<file path="src/sv/frt_ram.sv">
// generic single-port-write ram with registered read
module frt_ram #(
    parameter int WIDTH = 16,
    parameter int DEPTH = 144
) (
    input  logic                     clk,
    input  logic                     we,
    input  logic [$clog2(DEPTH)-1:0] waddr,
    input  logic [WIDTH-1:0]         wdata,
    input  logic [$clog2(DEPTH)-1:0] raddr,
    output logic [WIDTH-1:0]         rdata
);
    logic [WIDTH-1:0] mem [DEPTH];

    always_ff @(posedge clk)
    begin
        if (we)
        begin
            mem[waddr] <= wdata;
        end
        rdata <= mem[raddr];
    end
endmodule

</file>
<file path="config.mk">
export PLATFORM = sky130hd
export DESIGN_NAME = frt_ram
export DESIGN_NICKNAME = d
export VERILOG_FILES = /design/src/sv/frt_ram.sv
export SDC_FILE = /design/constraint.sdc
export NUM_CORES = 2
export LEC_CHECK = 0
export BUFFER_PORTS_ARGS = -buffer_cell sky130_fd_sc_hd__clkbuf_2
export CORE_MARGIN = 2
export CORE_UTILIZATION = 29
export CTS_BUF_LIST = sky130_fd_sc_hd__clkbuf_8 sky130_fd_sc_hd__clkbuf_16
export CTS_CLUSTER_DIAMETER = 150
export DETAILED_ROUTE_END_ITERATION = 8
export GPL_ROUTABILITY_DRIVEN = 0
export PLACE_DENSITY_LB_ADDON = 0.1
export SYNTH_ARGS = -nofsm -noshare
export SYNTH_HDL_FRONTEND = slang
export SYNTH_SLANG_ARGS = --single-unit
</file>
<file path="constraint.sdc">
create_clock -name clk -period 3.3 [get_ports clk]
set_clock_uncertainty 0.2 [all_clocks]
set_input_delay 0.495 -clock clk [delete_from_list [all_inputs] [get_ports clk]]
set_output_delay 0.495 -clock clk [all_outputs]
set_load 0.01 [all_outputs]
</file>
# Word-level counts from Yosys, hierarchy flattened
# Memory sizes are Yosys's and may differ from the RTL's. A register that Yosys moved wholly into a read port is not among the register bits.
# Index checks and enable logic that the tools add are counted.
[word_totals]
register_bits = 0
input_bits = 34
word_cells = 3
mem_bits_rw = 2304
n_memories = 1
[mem_list]
columns = ["memory", "depth", "width", "read_ports", "rd_clocked_by_memory_dff", "write_ports", "line_no", "source"]
rows = [
  ["mem", 144, 16, 1, 1, 1, "13", "logic [WIDTH-1:0] mem [DEPTH];"],
]
[classes]
muxes = 2
[ops]
columns = ["operator", "n"]
rows = [
  ["1-bit 2-to-1 mux", 2],
]

# Depth between registers and ports, before layout
[depth]
ltp_word = 2
ltp_mapped = 12
depth_no_buf = 6

# Least setup slack after synthesis
# No wires, ideal clock.
[synth_path]
kind = "input -> register"
startpoint = "input waddr[3]"
endpoint = "memory mem[123][0], enable pin"
setup_ps = 388
arrival_ps = 2117
path_buffers = 2
path_slack_ps = 594
stages = 5
required_time_ps = 2712
cell_sequence = "clkbuf_1 -> nor2b_1 -> clkbuf_1 -> nand4_1 -> nor2_1"
[synth_lines]
columns = ["item", "line_no", "source"]
rows = [
  ["start: declaration", "8", "input logic [$clog2(DEPTH)-1:0] waddr,"],
  ["end: declaration", "13", ""],
]
# Straight into the memory's write port.

==> summary.txt <==
Synthesis
  – Seq/Total Area, Yosys: ~78%
  – Share of the synthesized area in the top cell type: 77.4%
  – Ys flop type: edfxtp_1
  – Async set or reset register ratio after synthesis: 0%
  – Post-Synthesis Cells: 4098
  – Most frequent cell after synthesis: edfxtp_1
  – Cell taking the most area after synthesis: edfxtp_1
  – Mean Syn Cell Area: between 20 and 25 um2
  – Synthesized flop and latch total: between 2000 and 2500
  – Number of synthesized flops with an enable pin: about 2300
  – Syn_nets: 4132
  – Synth top cells by count: 2304 x edfxtp_1, 524 x mux4_2, 203 x mux2i_1, 190 x nor2_1, 159 x nand2_1
  – Synth unique cells: 54
  – Synthesized area: around 89000 um2
  – Top post-synthesis cells by area: edfxtp_1 77%, mux4_2 13%, mux2i_1 2.3%
  – Synth warn: 0

Power
  – Static Leak: about 35 nW
  – Pwr dens: 603 nW/um2
  – Tot Pwr: between 60 and 70 mW
  – Worst vdd ir: roughly 430 uV

Detailed routing
  – WL final: ~290000 um
  – M1 wire length: ~130000 um
  – Iteration-0 DRC Markers: 4257
  – Vias/cell: around 4.9
  – DRC Markers: 0
  – Pre-antenna DRT Iters: 7
  – Vias: between 40000 and 50000
  – Met3 wire length: between 10000 and 15000 um
  – Top sig layer: met5
  – DR WL/cell: 31.5 um
  – Antenna-violating nets left: 0
  – Routed length on met2: ~140000 um

Worst setup path
  – Worst Path Max Fanout: 1
  – Critical path type: flip-flop to flip-flop
  – Worst path max stage delay: 0.64 ns
  – Crit-path most repeated cell: buf_4
  – CP Launch Type: flip-flop
  – Worst Path Arrival: around 3.7 ns
  – Slowest stage cell, crit path: or4_1
  – Critical-path cell list: mux4_2 > mux2i_1 > buf_4 > nor2_1 > or4_1 > a32oi_1 > buf_4 > o31ai_1
  – Crit. End Element: flip-flop
  – Worst path top cell family by delay: multiplexers
  – Required time of the critical path: roughly 3.8 ns
  – WP buf/inv: 2

Place
  – DP Cell Count: between 8000 and 9000
  – Hpwl dp: 182000 um
  – Count of input and output buffers: 49
  – Place WS: -0.598 ns

Clock tree
  – Maximum clock insertion buffer count: 4
  – TritonCTS Buffers: 273
  – CTS sink cnt: between 2000 and 2500
  – Skew-Pair Late Insertion Delay: about 0.85 ns
  – CTS tree: done
  – CTS root buf: clkbuf_16
  – Clock-pin slew on the worst setup and hold paths: 0.06 ns
  – H-tree depth: 5

Final layout
  – P&R area growth vs syn: 20.6%
  – Layout cells sized above 1: ~34%
  – Nets: just under 5000
  – Final Non-Filler Cells: 9109

Timing
  – Worst slew margin: between 20% and 30%
  – Final setup fails: 0
  – Tcrit/Tclk final: roughly 100%
  – Fmax: 312 MHz
  – Pins Over Slew Limit: 0
  – Least-Margin Pin Slew: roughly 1.2 ns
  – Final worst slack: approximately 0.094 ns
  – Final hold violation count: 0
  – Final hold slack: roughly 0.30 ns
  – Final Critical Period: roughly 3.2 ns
  – Final setup TNS: 0 ns
  – Unrepaired setup endpoints after global routing: no

Job
  – Max cap viols: 0

Die
  – Starting Density: just under 30%
  – IO Count: 50
  – DIE AREA: around 310000 um2
  – Die W: ~560 um
  – Num rows: approximately 200
  – Total core area: 306000 um2
  – Die height: between 500 and 600 um

Worst hold path
  – Hold crit path type: input port to flip-flop

GRT
  – Vias in the first global route: approximately 46000
  – GRT Total Usage: roughly 18%
  – GRT overflow: 0
  – First-pass GRT wire length: about 400000 um
  – Largest net degree at the start of global routing: 73
  – Initial antenna violation count: 22

Status
  – Status: complete, no violations
layer usage:
layer  vias up  GRT usage (%)
li1      18700              -
met1     24400           24.9
met2      1025           30.3
met3       331           2.39
met4         4           3.95
met5         -              0
kinds of logic after synthesis:
family                 synth area share, %
AO/OA/AOI/OAI                         2.52
AND/OR/NAND/NOR                       2.23
buffers and inverters                 1.70
multiplexers                          15.8
flip-flops                            77.7
cells in the final DEF (no fill, tap or decap), drive strengths merged, types with 8 or more instances in the layout:
cell type	Yosys	routed
o2111ai	8	8
a21oi	48	48
o21ai	27	27
buf	156	604
mux2i	203	203
o22ai	58	58
a22oi	52	52
mux2	25	25
o221ai	19	19
nand4	12	12
bufinv	0	14
inv	3	66
dfxtp	16	16
a211oi	29	29
mux4	525	525
o32ai	8	8
clkbuf	74	311
nand3	45	45
nor2	190	190
nand2b	8	8
nor2b	29	29
edfxtp	2304	2304
clkinv	0	115
diode	0	12
dlygate4sd3	0	16
nand2	159	159
a31oi	24	24
repair_timing:
action	4_1_cts	5_1_grt
buffers inserted	0	0
setup endpoints to repair	0	0
hold endpoints to repair	559	0
resized for setup	0	0
hold buffers	16	0
stage by stage:
step / util, % / instance area, um2
6_report: 35.2 / 108000
5_1_grt: 35.2 / 108000
4_1_cts: 35.2 / 108000
3_5_place_dp: 32.4 / 99200
3_3_place_gp: 32.4 / 99200
2_1_floorplan: - / 89400
worst paths after layout:
| check | start | endpoint | slack (ns) | cells after the start |
|---|---|---|---|---|
| min reg2reg | mem[139][14]$_DFFE_PP_ | rdata[14]$_DFF_P_ | 0.70 | 4 |
| max | mem[23][9]$_DFFE_PP_ | rdata[9]$_DFF_P_ | 0.09 | 8 |
| max reg2reg | mem[23][9]$_DFFE_PP_ | rdata[9]$_DFF_P_ | 0.09 | 8 |
| min | raddr[5] | rdata[10]$_DFF_P_ | 0.30 | 5 |
where the power goes:
part / switching (mW) / internal (mW)
combinational: 2.29 / 1.42
clock: 12.2 / 16.5
sequential: 0.0894 / 32.5
total: 14.6 / 50.4
registers in the layout, summed over array words and instances (netlist names):
| name | flops |
|---|---|
| rdata | 16 |
| mem | 2304 |
area by class of cell:
cell class / count / area, um2
antenna: 12 / 30.0
clock buffer: 282 / 7010
clock inverter: 198 / 1440
fill: 28700 / 199000
inverter: 3 / 18.8
multi-input combinational: 1545 / 18700
sequential: 2320 / 69500
tap: 4100 / 5130
timing repair buffer: 649 / 5960
worst register-to-register path, stage by stage, from the launching register on:
cell and delay (ns):
edfxtp_1 0.35, mux4_2 0.47, mux2i_1 0.45, buf_4 0.20
nor2_1 0.05, or4_1 0.64, a32oi_1 0.46, buf_4 0.19
o31ai_1 0.06
(Power assumes the default switching activity.)
